### src/rtl/bdpq_pkg.sv
package bdpq_pkg;

	// Fixed geometry of the button side.
	localparam int BUTTON_COUNT = 3;
	localparam int BTN_W        = 2;
	localparam int TIME_W       = 32;
	localparam int DEB_W        = 8;

	localparam logic [DEB_W-1:0] DEBOUNCE_RESET = 8'd30;

	typedef enum logic {
		OP_SAMPLE = 1'b0,
		OP_POP    = 1'b1
	} op_t;

	typedef enum logic {
		ST_IDLE,
		ST_SCAN
	} state_t;

	// Commands from the controller to the datapath.
	typedef struct packed {
		logic             load;  // latch the levels and time of a sample request
		logic             scan;  // evaluate one button
		logic             last;  // final button of the scan, commit previous levels
		logic             pop;   // remove the queue head into the result register
		logic [BTN_W-1:0] btn;   // button under evaluation
	} cmd_t;

	// Status from the datapath to the controller.
	typedef struct packed {
		logic out_free;  // the result register can take a new result this cycle
	} stat_t;

endpackage

### src/rtl/bdpq_item_if.sv
interface bdpq_item_if;
	logic                          valid;
	logic                          ready;
	logic                          operation;
	logic [2:0]                    button_levels;
	logic [bdpq_pkg::TIME_W-1:0]   time_now;

	modport source (output valid, output operation, output button_levels, output time_now,
		input ready);
	modport sink (input valid, input operation, input button_levels, input time_now,
		output ready);
endinterface

### src/rtl/bdpq_result_if.sv
interface bdpq_result_if;
	logic       valid;
	logic       ready;
	logic       press_found;
	logic [1:0] button_index;

	modport source (output valid, output press_found, output button_index, input ready);
	modport sink (input valid, input press_found, input button_index, output ready);
endinterface

### src/rtl/bdpq_ctrl.sv
module bdpq_ctrl (
	input  logic                  clk,
	input  logic                  arst_n,
	input  logic                  item_valid,
	input  bdpq_pkg::op_t         item_op,
	input  bdpq_pkg::stat_t       stat,
	output logic                  item_ready,
	output bdpq_pkg::cmd_t        cmd
);

	bdpq_pkg::state_t               state_q, state_d;
	logic [bdpq_pkg::BTN_W-1:0]     btn_q, btn_d;
	logic                           last_btn;

	always_ff @(posedge clk or negedge arst_n) begin
		if (!arst_n) begin
			state_q <= bdpq_pkg::ST_IDLE;
			btn_q   <= '0;
		end else begin
			state_q <= state_d;
			btn_q   <= btn_d;
		end
	end

	assign last_btn = (btn_q == bdpq_pkg::BTN_W'(bdpq_pkg::BUTTON_COUNT - 1));

	always_comb begin
		state_d    = state_q;
		btn_d      = btn_q;
		item_ready = 1'b0;
		cmd        = '0;
		cmd.btn    = btn_q;
		unique case (state_q)
			bdpq_pkg::ST_IDLE: begin
				item_ready = stat.out_free;
				if (item_valid && stat.out_free) begin
					if (item_op == bdpq_pkg::OP_POP) begin
						cmd.pop = 1'b1;
					end else begin
						cmd.load = 1'b1;
						btn_d    = '0;
						state_d  = bdpq_pkg::ST_SCAN;
					end
				end
			end
			bdpq_pkg::ST_SCAN: begin
				cmd.scan = 1'b1;
				cmd.last = last_btn;
				if (last_btn) begin
					state_d = bdpq_pkg::ST_IDLE;
				end else begin
					btn_d = btn_q + bdpq_pkg::BTN_W'(1);
				end
			end
			default: begin
				state_d = bdpq_pkg::ST_IDLE;
			end
		endcase
	end

endmodule

### src/rtl/bdpq_dpath.sv
module bdpq_dpath #(
	parameter int QUEUE_DEPTH = 4
) (
	input  logic                              clk,
	input  logic                              arst_n,
	input  bdpq_pkg::cmd_t                    cmd,
	input  logic [bdpq_pkg::BUTTON_COUNT-1:0] levels,
	input  logic [bdpq_pkg::TIME_W-1:0]       time_now,
	input  logic                              cfg_we,
	input  logic [bdpq_pkg::DEB_W-1:0]        cfg_data,
	input  logic                              res_ready,
	output logic                              res_valid,
	output logic                              res_found,
	output logic [bdpq_pkg::BTN_W-1:0]        res_index,
	output bdpq_pkg::stat_t                   stat
);

	localparam int CNT_W = $clog2(QUEUE_DEPTH + 1);
	localparam int QI_W  = (QUEUE_DEPTH > 1) ? $clog2(QUEUE_DEPTH) : 1;

	logic [bdpq_pkg::DEB_W-1:0]        deb_q;
	logic [bdpq_pkg::BUTTON_COUNT-1:0] prev_q;
	logic [bdpq_pkg::BUTTON_COUNT-1:0] lvl_q;
	logic [bdpq_pkg::TIME_W-1:0]       time_q;
	logic [bdpq_pkg::TIME_W-1:0]       let_q [bdpq_pkg::BUTTON_COUNT];
	logic [bdpq_pkg::BTN_W-1:0]        queue_q [QUEUE_DEPTH];
	logic [CNT_W-1:0]                  count_q;
	logic                              res_valid_q;
	logic                              res_found_q;
	logic [bdpq_pkg::BTN_W-1:0]        res_index_q;

	logic                              is_high;
	logic                              was_high;
	logic                              rise;
	logic                              edge_seen;
	logic [bdpq_pkg::TIME_W-1:0]       ready_time;
	logic                              settled;
	logic                              has_room;
	logic                              push;
	logic                              not_empty;

	// One button per scan cycle: an add of the debounce time and a compare.
	always_comb begin
		is_high    = lvl_q[cmd.btn];
		was_high   = prev_q[cmd.btn];
		rise       = is_high && !was_high;
		edge_seen  = is_high != was_high;
		ready_time = let_q[cmd.btn] + bdpq_pkg::TIME_W'(deb_q);
		settled    = time_q >= ready_time;
		has_room   = count_q < CNT_W'(QUEUE_DEPTH);
		push       = cmd.scan && rise && has_room && settled;
		not_empty  = count_q != '0;
	end

	always_ff @(posedge clk or negedge arst_n) begin
		if (!arst_n) begin
			deb_q       <= bdpq_pkg::DEBOUNCE_RESET;
			prev_q      <= '0;
			count_q     <= '0;
			res_valid_q <= 1'b0;
			for (int b = 0; b < bdpq_pkg::BUTTON_COUNT; b++) begin
				let_q[b] <= '0;
			end
		end else begin
			if (cfg_we) begin
				deb_q <= cfg_data;
			end
			if (cmd.scan && edge_seen) begin
				let_q[cmd.btn] <= time_q;
			end
			if (cmd.last) begin
				prev_q <= lvl_q;
			end
			if (push) begin
				count_q <= count_q + CNT_W'(1);
			end else if (cmd.pop && not_empty) begin
				count_q <= count_q - CNT_W'(1);
			end
			if (cmd.pop) begin
				res_valid_q <= 1'b1;
			end else if (res_ready) begin
				res_valid_q <= 1'b0;
			end
		end
	end

	// Payload registers: sample latch, press queue and result.
	always_ff @(posedge clk) begin
		if (cmd.load) begin
			lvl_q  <= levels;
			time_q <= time_now;
		end
		if (push) begin
			queue_q[count_q[QI_W-1:0]] <= cmd.btn;
		end else if (cmd.pop) begin
			for (int i = 0; i < QUEUE_DEPTH - 1; i++) begin
				queue_q[i] <= queue_q[i + 1];
			end
		end
		if (cmd.pop) begin
			res_found_q <= not_empty;
			res_index_q <= not_empty ? queue_q[0] : '0;
		end
	end

	assign res_valid    = res_valid_q;
	assign res_found    = res_found_q;
	assign res_index    = res_index_q;
	assign stat.out_free = !res_valid_q || res_ready;

endmodule

### src/rtl/button_debounce_press_queue.sv
// Button debounce and press queue.
//
// The item channel carries two kinds of request. A sample request
// (operation 0) brings the levels of three buttons and the current time; each
// button that rose from 0 to 1 is queued when the queue has room and the time
// has reached the button's last event time plus the hold-off time (a 32-bit
// wrapping sum). Any rise or fall records the time for that button. A pop
// request (operation 1) removes the queue head and returns it on the result
// channel, with press_found low and button_index zero when the queue is empty.
// Sample requests produce no result.
//
// A pop request yields its result in the cycle after it is accepted. A sample
// request is latched when accepted, then one adder and comparator evaluate
// the buttons in turn, and no request is taken until the scan ends. Pops can
// be taken every cycle while no result is stalled. While the receiver stalls
// a result, item.ready stays low unless that result is read in the same cycle.
// Reset clears the queue count, previous levels, event times and the pending
// result and sets the hold-off time to 30; it is to be written through cfg_we
// and cfg_data only while the block is idle, a rule left to the user to keep.
module button_debounce_press_queue #(
	parameter int QUEUE_DEPTH = 4
) (
	input  logic                          clk,
	input  logic                          arst_n,
	bdpq_item_if.sink                     item,
	bdpq_result_if.source                 result,
	input  logic                          cfg_we,
	input  logic [bdpq_pkg::DEB_W-1:0]    cfg_data
);

	bdpq_pkg::cmd_t  cmd;
	bdpq_pkg::stat_t stat;
	bdpq_pkg::op_t   item_op;

	// The operation bit maps straight onto the opcode enum.
	assign item_op = bdpq_pkg::op_t'(item.operation);

	// The controller sequences requests: pops are served at once, samples
	// step through the buttons one per cycle.
	bdpq_ctrl u_ctrl (
		.clk        (clk),
		.arst_n     (arst_n),
		.item_valid (item.valid),
		.item_op    (item_op),
		.stat       (stat),
		.item_ready (item.ready),
		.cmd        (cmd)
	);

	// The datapath holds the debounce register, event times, previous levels,
	// the shift queue of presses and the result register.
	bdpq_dpath #(
		.QUEUE_DEPTH (QUEUE_DEPTH)
	) u_dpath (
		.clk       (clk),
		.arst_n    (arst_n),
		.cmd       (cmd),
		.levels    (item.button_levels[bdpq_pkg::BUTTON_COUNT-1:0]),
		.time_now  (item.time_now),
		.cfg_we    (cfg_we),
		.cfg_data  (cfg_data),
		.res_ready (result.ready),
		.res_valid (result.valid),
		.res_found (result.press_found),
		.res_index (result.button_index),
		.stat      (stat)
	);

endmodule
### src/flat_wrapper.sv
// flat-port wrapper written by rule: the top's interface ports become plain ports
module button_debounce_press_queue_flat 
#(
	parameter int QUEUE_DEPTH = 4
)
  (clk, arst_n, cfg_we, cfg_data, item_valid, item_operation, item_button_levels, item_time_now, item_ready, result_valid, result_press_found, result_button_index, result_ready);
  bdpq_item_if item_i ();
  bdpq_result_if result_i ();
  input  logic clk;
  input  logic arst_n;
  input  logic cfg_we;
  input  logic [bdpq_pkg::DEB_W-1:0] cfg_data;
  input wire logic [$bits(item_i.valid)-1:0] item_valid;
  input wire logic [$bits(item_i.operation)-1:0] item_operation;
  input wire logic [$bits(item_i.button_levels)-1:0] item_button_levels;
  input wire logic [$bits(item_i.time_now)-1:0] item_time_now;
  output wire logic [$bits(item_i.ready)-1:0] item_ready;
  output wire logic [$bits(result_i.valid)-1:0] result_valid;
  output wire logic [$bits(result_i.press_found)-1:0] result_press_found;
  output wire logic [$bits(result_i.button_index)-1:0] result_button_index;
  input wire logic [$bits(result_i.ready)-1:0] result_ready;
  assign item_i.valid = item_valid;
  assign item_i.operation = item_operation;
  assign item_i.button_levels = item_button_levels;
  assign item_i.time_now = item_time_now;
  assign item_ready = item_i.ready;
  assign result_valid = result_i.valid;
  assign result_press_found = result_i.press_found;
  assign result_button_index = result_i.button_index;
  assign result_i.ready = result_ready;
  button_debounce_press_queue #(.QUEUE_DEPTH(QUEUE_DEPTH)) u_core (.clk(clk), .arst_n(arst_n), .item(item_i), .result(result_i), .cfg_we(cfg_we), .cfg_data(cfg_data));
endmodule
### config.mk
export PLATFORM = sky130hd
export DESIGN_NAME = button_debounce_press_queue_flat
export DESIGN_NICKNAME = d
export VERILOG_FILES = /design/src/rtl/bdpq_pkg.sv /design/src/rtl/bdpq_item_if.sv /design/src/rtl/bdpq_result_if.sv /design/src/rtl/bdpq_ctrl.sv /design/src/rtl/bdpq_dpath.sv /design/src/rtl/button_debounce_press_queue.sv /design/src/flat_wrapper.sv
export SDC_FILE = /design/constraint.sdc
export NUM_CORES = 1
export LEC_CHECK = 0
export ABC_AREA = 1
export ABC_CLOCK_PERIOD_IN_PS = 4120
export BUFFER_PORTS_ARGS = -buffer_cell sky130_fd_sc_hd__clkbuf_2
export CELL_PAD_IN_SITES_DETAIL_PLACEMENT = 1
export CELL_PAD_IN_SITES_GLOBAL_PLACEMENT = 2
export CORE_MARGIN = 10
export CORE_UTILIZATION = 34
export CTS_CLUSTER_DIAMETER = 80
export CTS_CLUSTER_SIZE = 28
export DETAILED_ROUTE_END_ITERATION = 16
export PLACE_DENSITY_LB_ADDON = 0.1
export SYNTH_ARGS = -nofsm -noshare
export SYNTH_HDL_FRONTEND = slang
export SYNTH_SLANG_ARGS = --single-unit
### constraint.sdc
create_clock -name clk -period 4.12 [get_ports clk]
set_input_delay 0.206 -clock clk [delete_from_list [all_inputs] [get_ports clk]]
set_output_delay 0.206 -clock clk [all_outputs]
set_load 0.01 [all_outputs]
==> reports/qor_table.md <==
| Group | Parameter | Value |
|:---|:---|:---|
| clock network | Worst-path clk slew | 0.07 ns |
| run status | Run status | completed |
| die | Core footprint | 0.0242 mm² |
| placement | Routability Congestion | 0.778 |
| grt | Global-route wire length before repair | 38700 µm |
| placement | Placed wire-length estimate after detailed placement | 16700 µm |
| synthesis | Fraction of the mapped netlist area in adder cells | 0.0710 |
| synthesis | Post-synthesis xor/xnor area fraction | 0.0263 |
| clock network | Max H-tree Level | 4 |
| sta | Measured slew at the worst slew-check pin | 0.841 ns |
| sta | Final critical-path setup slack | 0.0558 ns |
| grt | Antenna violations before repair | 0 |
| synthesis | Sequential-to-total area share from yosys stat | 0.510 |
| grt | All-Layer GR Usage | 0.156 |
| sta | Maximum clock frequency | 246 MHz |
| placement | Number of buffers inserted by port buffering | 53 |
| die | Die Ht | 176 µm |
| die | Die Footprint | 0.0311 mm² |
| worst setup path | Crit path kind | reg2reg |
| routing | Average routed wire per standard cell | 16.5 µm |
| sta | Slew Viols, Final | 0 |
| power | Combinational power share | 0.515 |
| power | P per Cell Area | 804 mW/mm² |
| synthesis | Syn nets | 1043 |
| job | Max cap viols | 0 |
| sta | Count of endpoints failing setup in the final report | 0 |
| routing | First-iteration detailed-routing DRC count | 256 |
| power | Switching share of total power | 0.432 |
| routing | Via-per-instance ratio | 4.67 |
| synthesis | Avg Inst Size Synth | 8.78 µm² |
| sta | Number of endpoints with negative hold slack in the final report | 0 |
| grt | Vias in the first global route | 7099 |
| routing | Routed Wire Length | 23600 µm |
| power | Total power draw | 8.56 mW |
| power | Portion of total power attributed to sequential cells | 0.296 |
| power | Leakage Power | 4.89 nW |
| synthesis | Number of warning messages in the yosys log | 0 |
| power | Switching power of the nets | 3.70 mW |
| sta | Clock period minus final worst setup slack | 4.06 ns |
| synthesis | Post-synthesis compound-gate area fraction | 0.124 |
| min path | Hold Path Class | in2reg |
| die | Number of placement rows | 57 |
| synthesis | Flip-flop cell with the highest count after synthesis | sky130_fd_sc_hd__dfrtp_1 |
| synthesis | EDFF count, synth | 46 |
| final layout | Final #Nets | 1187 |
| sta | Final cycle utilization of the critical path | 0.986 |
| routing | Final ANT Viol Nets | 0 |
| final layout | Growth of design area from synthesis to finish | 27.9% |
| sta | Hold_ws | 0.00816 ns |
| clock network | Max clock buf depth | 2 |
| sta | RSZ-0062 raised after global routing | yes |
| power | Maximum VDD drop | 0.319 mV |
| sta | Final setup skew | 0.0119 ns |
| routing | Count of unresolved DRC violations after routing | 0 |
| synthesis | Cell variety after synth | 41 |
| synthesis | Number of synthesized register bits | 160 |
| sta | Relative slew margins | 0.440 |
| power | Part of the total power dissipated in the clock network | 0.189 |
| synthesis | Synthesized-area fraction occupied by and/or/nand/nor cells | 0.198 |
| sta | Post-route setup TNS | 0 ns |
| die | Effective utilization at floorplan | 0.344 |
| final layout | Antenna Cells | 0 |
| clock network | CTS sink count | 160 |
| clock network | Clock Tree Root | sky130_fd_sc_hd__clkbuf_16 |
| clock network | TritonCTS buffer count | 17 |
| placement | Pre-CTS WS | -0.142 ns |
| synthesis | Post-synth ARST share | 0.713 |
| die | # IOs | 54 |
| synthesis | Syn Inst Count | 948 |
| synthesis | Synth top area share | 0.331 |
| clock network | TritonCTS clock tree | built |
| grt | Pin count of the biggest net entering global routing | 61 |
| routing | Via count | 6671 |
| die | Width of the chip | 176 µm |
| synthesis | Multiplexer share of the synthesized area | 0.0122 |
| grt | Congestion Overflow GR | 0 |
| clock network | Clock insertion delay at the later pin of the skew report | 0.43 ns |
| worst setup path | Data arrival time of the critical path | 4.42 ns |
| worst setup path | Element type at the critical path start | register |
| routing | Pre-Repair DR Iteration Count | 4 |
| worst setup path | Kind of end point of the critical path | register |
| final layout | Share of cells above drive strength 1 | 0.248 |
| worst setup path | Data required time at the worst endpoint | 4.47 ns |
| synthesis | Most area-consuming cells after synthesis | sky130_fd_sc_hd__dfrtp_1 33%, sky130_fd_sc_hd__edfxtp_1 17%, sky130_fd_sc_hd__nand2_1 12% |
| synthesis | Cell area after synthesis | 0.00832 mm² |
| power | Internal power summed over all cells | 4.87 mW |
| synthesis | Combinational family with the most area after synthesis | simple AND/OR/NAND/NOR gates |
| worst setup path | Worst-path fanout max | 7 |
| synthesis | Post-synthesis cell type with the largest combined area | sky130_fd_sc_hd__dfrtp_1 |
[power groups by stage]
stage / combinational [mW] / clock (mW) / sequential, mW
2_1_floorplan: 2.74 / 0 / 2.44
3_3_place_gp: 3.86 / 0 / 2.55
3_5_place_dp: 3.93 / 0 / 2.55
4_1_cts: 4.08 / 1.67 / 2.53
5_1_grt: 5.08 / 1.74 / 2.59
6_report: 4.41 / 1.62 / 2.53
[state kept, by name, summed over array words and instances, names as in the netlist]
signal,count
u_core.u_dpath.lvl_q,3
u_core.u_dpath.queue_q,8
u_core.u_ctrl.btn_q,2
u_core.u_dpath.time_q,32
u_core.u_dpath.let_q,96
u_core.u_dpath.count_q,3
u_core.u_dpath.res_index,2
u_core.u_ctrl.state_q,1
u_core.u_dpath.res_found,1
u_core.u_dpath.res_valid,1
u_core.u_dpath.prev_q,3
u_core.u_dpath.deb_q,8
[layout by cell type (no fill, tap or decap), types with 6 or more instances in the layout]
master | netlist | final
sky130_fd_sc_hd__nor2_1 | 78 | 66
sky130_fd_sc_hd__xor2_1 | 9 | 9
sky130_fd_sc_hd__nand2_2 | 10 | 24
sky130_fd_sc_hd__a21oi_1 | 18 | 12
sky130_fd_sc_hd__nor2_4 | 2 | 7
sky130_fd_sc_hd__nand3_1 | 15 | 9
sky130_fd_sc_hd__dfrtp_1 | 110 | 109
sky130_fd_sc_hd__edfxtp_1 | 46 | 46
sky130_fd_sc_hd__clkbuf_16 | 0 | 18
sky130_fd_sc_hd__buf_4 | 1 | 59
sky130_fd_sc_hd__nor2_2 | 10 | 17
sky130_fd_sc_hd__mux2_2 | 9 | 9
sky130_fd_sc_hd__nand2_1 | 270 | 251
sky130_fd_sc_hd__inv_1 | 81 | 78
sky130_fd_sc_hd__o21ai_0 | 131 | 117
sky130_fd_sc_hd__nand3_2 | 0 | 6
sky130_fd_sc_hd__dlygate4sd3_1 | 0 | 41
sky130_fd_sc_hd__clkbuf_2 | 0 | 52
sky130_fd_sc_hd__o21ai_1 | 15 | 21
sky130_fd_sc_hd__inv_6 | 0 | 6
sky130_fd_sc_hd__xnor2_1 | 16 | 14
sky130_fd_sc_hd__o21ai_2 | 12 | 20
sky130_fd_sc_hd__ha_1 | 44 | 40
[cells in the mapped netlist, types with 4 or more instances]
cell	instances
sky130_fd_sc_hd__or2_2	5
sky130_fd_sc_hd__dfrtp_1	110
sky130_fd_sc_hd__a21oi_1	18
sky130_fd_sc_hd__dfstp_2	4
sky130_fd_sc_hd__o21ai_0	131
sky130_fd_sc_hd__ha_1	44
sky130_fd_sc_hd__nor2_2	10
sky130_fd_sc_hd__nand3_1	15
sky130_fd_sc_hd__o21ai_2	12
sky130_fd_sc_hd__mux2_2	9
sky130_fd_sc_hd__inv_1	81
sky130_fd_sc_hd__nand4_1	4
sky130_fd_sc_hd__xnor2_1	16
sky130_fd_sc_hd__nand2_1	270
sky130_fd_sc_hd__edfxtp_1	46
sky130_fd_sc_hd__o21ai_1	15
sky130_fd_sc_hd__nand2_2	10
sky130_fd_sc_hd__xor2_1	9
sky130_fd_sc_hd__nor2_1	78
sky130_fd_sc_hd__clkbuf_1	23
[cells by family after synthesis]
kind of cell             count (synthesis)
AND/OR/NAND/NOR                        402
buffers and inverters                  117
adder cells (fa/ha/maj)                 46
XOR/XNOR                                25
AO/OA/AOI/OAI                          189
multiplexers                             9
flip-flops                             160
[area by class of cell]
type                            count  area, µm²
Clock inverter                     14        143
Inverter                           84        320
Timing Repair Buffer              158       1180
Tap cell                          324        405
Sequential cell                   160       4240
Clock buffer                       18        450
Fill cell                        2767      13500
Multi-Input combinational cell    671       3900
[metal layers]
| layer | vias to the layer above | track usage | share of wire |
|---|---|---|---|
| met5 | - | 0 | 0 |
| met4 | 0 | 0.0382 | 0.0097 |
| met3 | 14 | 0.0261 | 0.027 |
| met2 | 66 | 0.247 | 0.46 |
| met1 | 3212 | 0.218 | 0.51 |
| li1 | 3379 | - | - |
[metrics by stage]
| stage | instances | instance area, µm² | util |
|---|---|---|---|
| after floorplan | 948 | 8340 | - |
| after global placement | 1344 | 9250 | 0.382 |
| after detailed placement | 1344 | 9250 | 0.382 |
| after CTS | 1418 | 10300 | 0.427 |
| after global routing | 1429 | 10600 | 0.440 |
| final | 1429 | 10600 | 0.440 |
[critical path: stages (launching register included)]
cell and delay [ns]:
sky130_fd_sc_hd__dfrtp_2 0.48, sky130_fd_sc_hd__inv_2 0.11, sky130_fd_sc_hd__buf_6 0.09, sky130_fd_sc_hd__nor2_2 0.03
sky130_fd_sc_hd__o21ai_2 0.13, sky130_fd_sc_hd__ha_2 0.22, sky130_fd_sc_hd__inv_2 0.05, sky130_fd_sc_hd__fa_2 0.36
sky130_fd_sc_hd__o21ai_2 0.11, sky130_fd_sc_hd__nand2_1 0.09, sky130_fd_sc_hd__nand2_2 0.11, sky130_fd_sc_hd__a21oi_4 0.09
sky130_fd_sc_hd__inv_2 0.08, sky130_fd_sc_hd__nand2_4 0.06, sky130_fd_sc_hd__nor2_4 0.18, sky130_fd_sc_hd__nand3_2 0.09
sky130_fd_sc_hd__nand2_2 0.08, sky130_fd_sc_hd__inv_2 0.04, sky130_fd_sc_hd__ha_4 0.26, sky130_fd_sc_hd__nand2_4 0.06
sky130_fd_sc_hd__nor3_4 0.20, sky130_fd_sc_hd__and3_1 0.17, sky130_fd_sc_hd__nand2_1 0.05, sky130_fd_sc_hd__nand2_2 0.09
sky130_fd_sc_hd__nand2_4 0.08, sky130_fd_sc_hd__fa_2 0.54, sky130_fd_sc_hd__nand2_1 0.05, sky130_fd_sc_hd__o21ai_1 0.07
[worst paths after layout]
check / end / from / slack, ns / cells past startpoint
worst max-delay path: u_core.u_dpath.count_q[1]$_DFFE_PN0P_ / u_core.u_ctrl.btn_q[0]$_DFFE_PN0P_ / 0.06 / 27
worst min-delay path: u_core.u_dpath.deb_q[1]$_DFFE_PN1P_ / cfg_data[1] / 0.008 / 3
worst max register to register: u_core.u_dpath.count_q[1]$_DFFE_PN0P_ / u_core.u_ctrl.btn_q[0]$_DFFE_PN0P_ / 0.06 / 27
worst min register to register: u_core.u_dpath.let_q[19]$_DFFE_PN0P_ / u_core.u_dpath.let_q[19]$_DFFE_PN0P_ / 0.49 / 2
max in group asynchronous: u_core.u_dpath.let_q[81]$_DFFE_PN0P_ / arst_n / 2.58 / 3
min in group asynchronous: u_core.u_dpath.prev_q[0]$_DFFE_PN0P_ / arst_n / 0.42 / 2
[what timing repair did]
| item | in CTS | in global routing |
|---|---|---|
| endpoints found under the setup margin | 10 | 11 |
| hold buffers | 41 | 0 |
| resized for setup | 23 | 71 |
| pin swaps | 3 | 48 |
| setup buffers | 1 | 11 |
| hold endpoints to repair | 96 | 0 |
(Power assumes the default switching activity.)
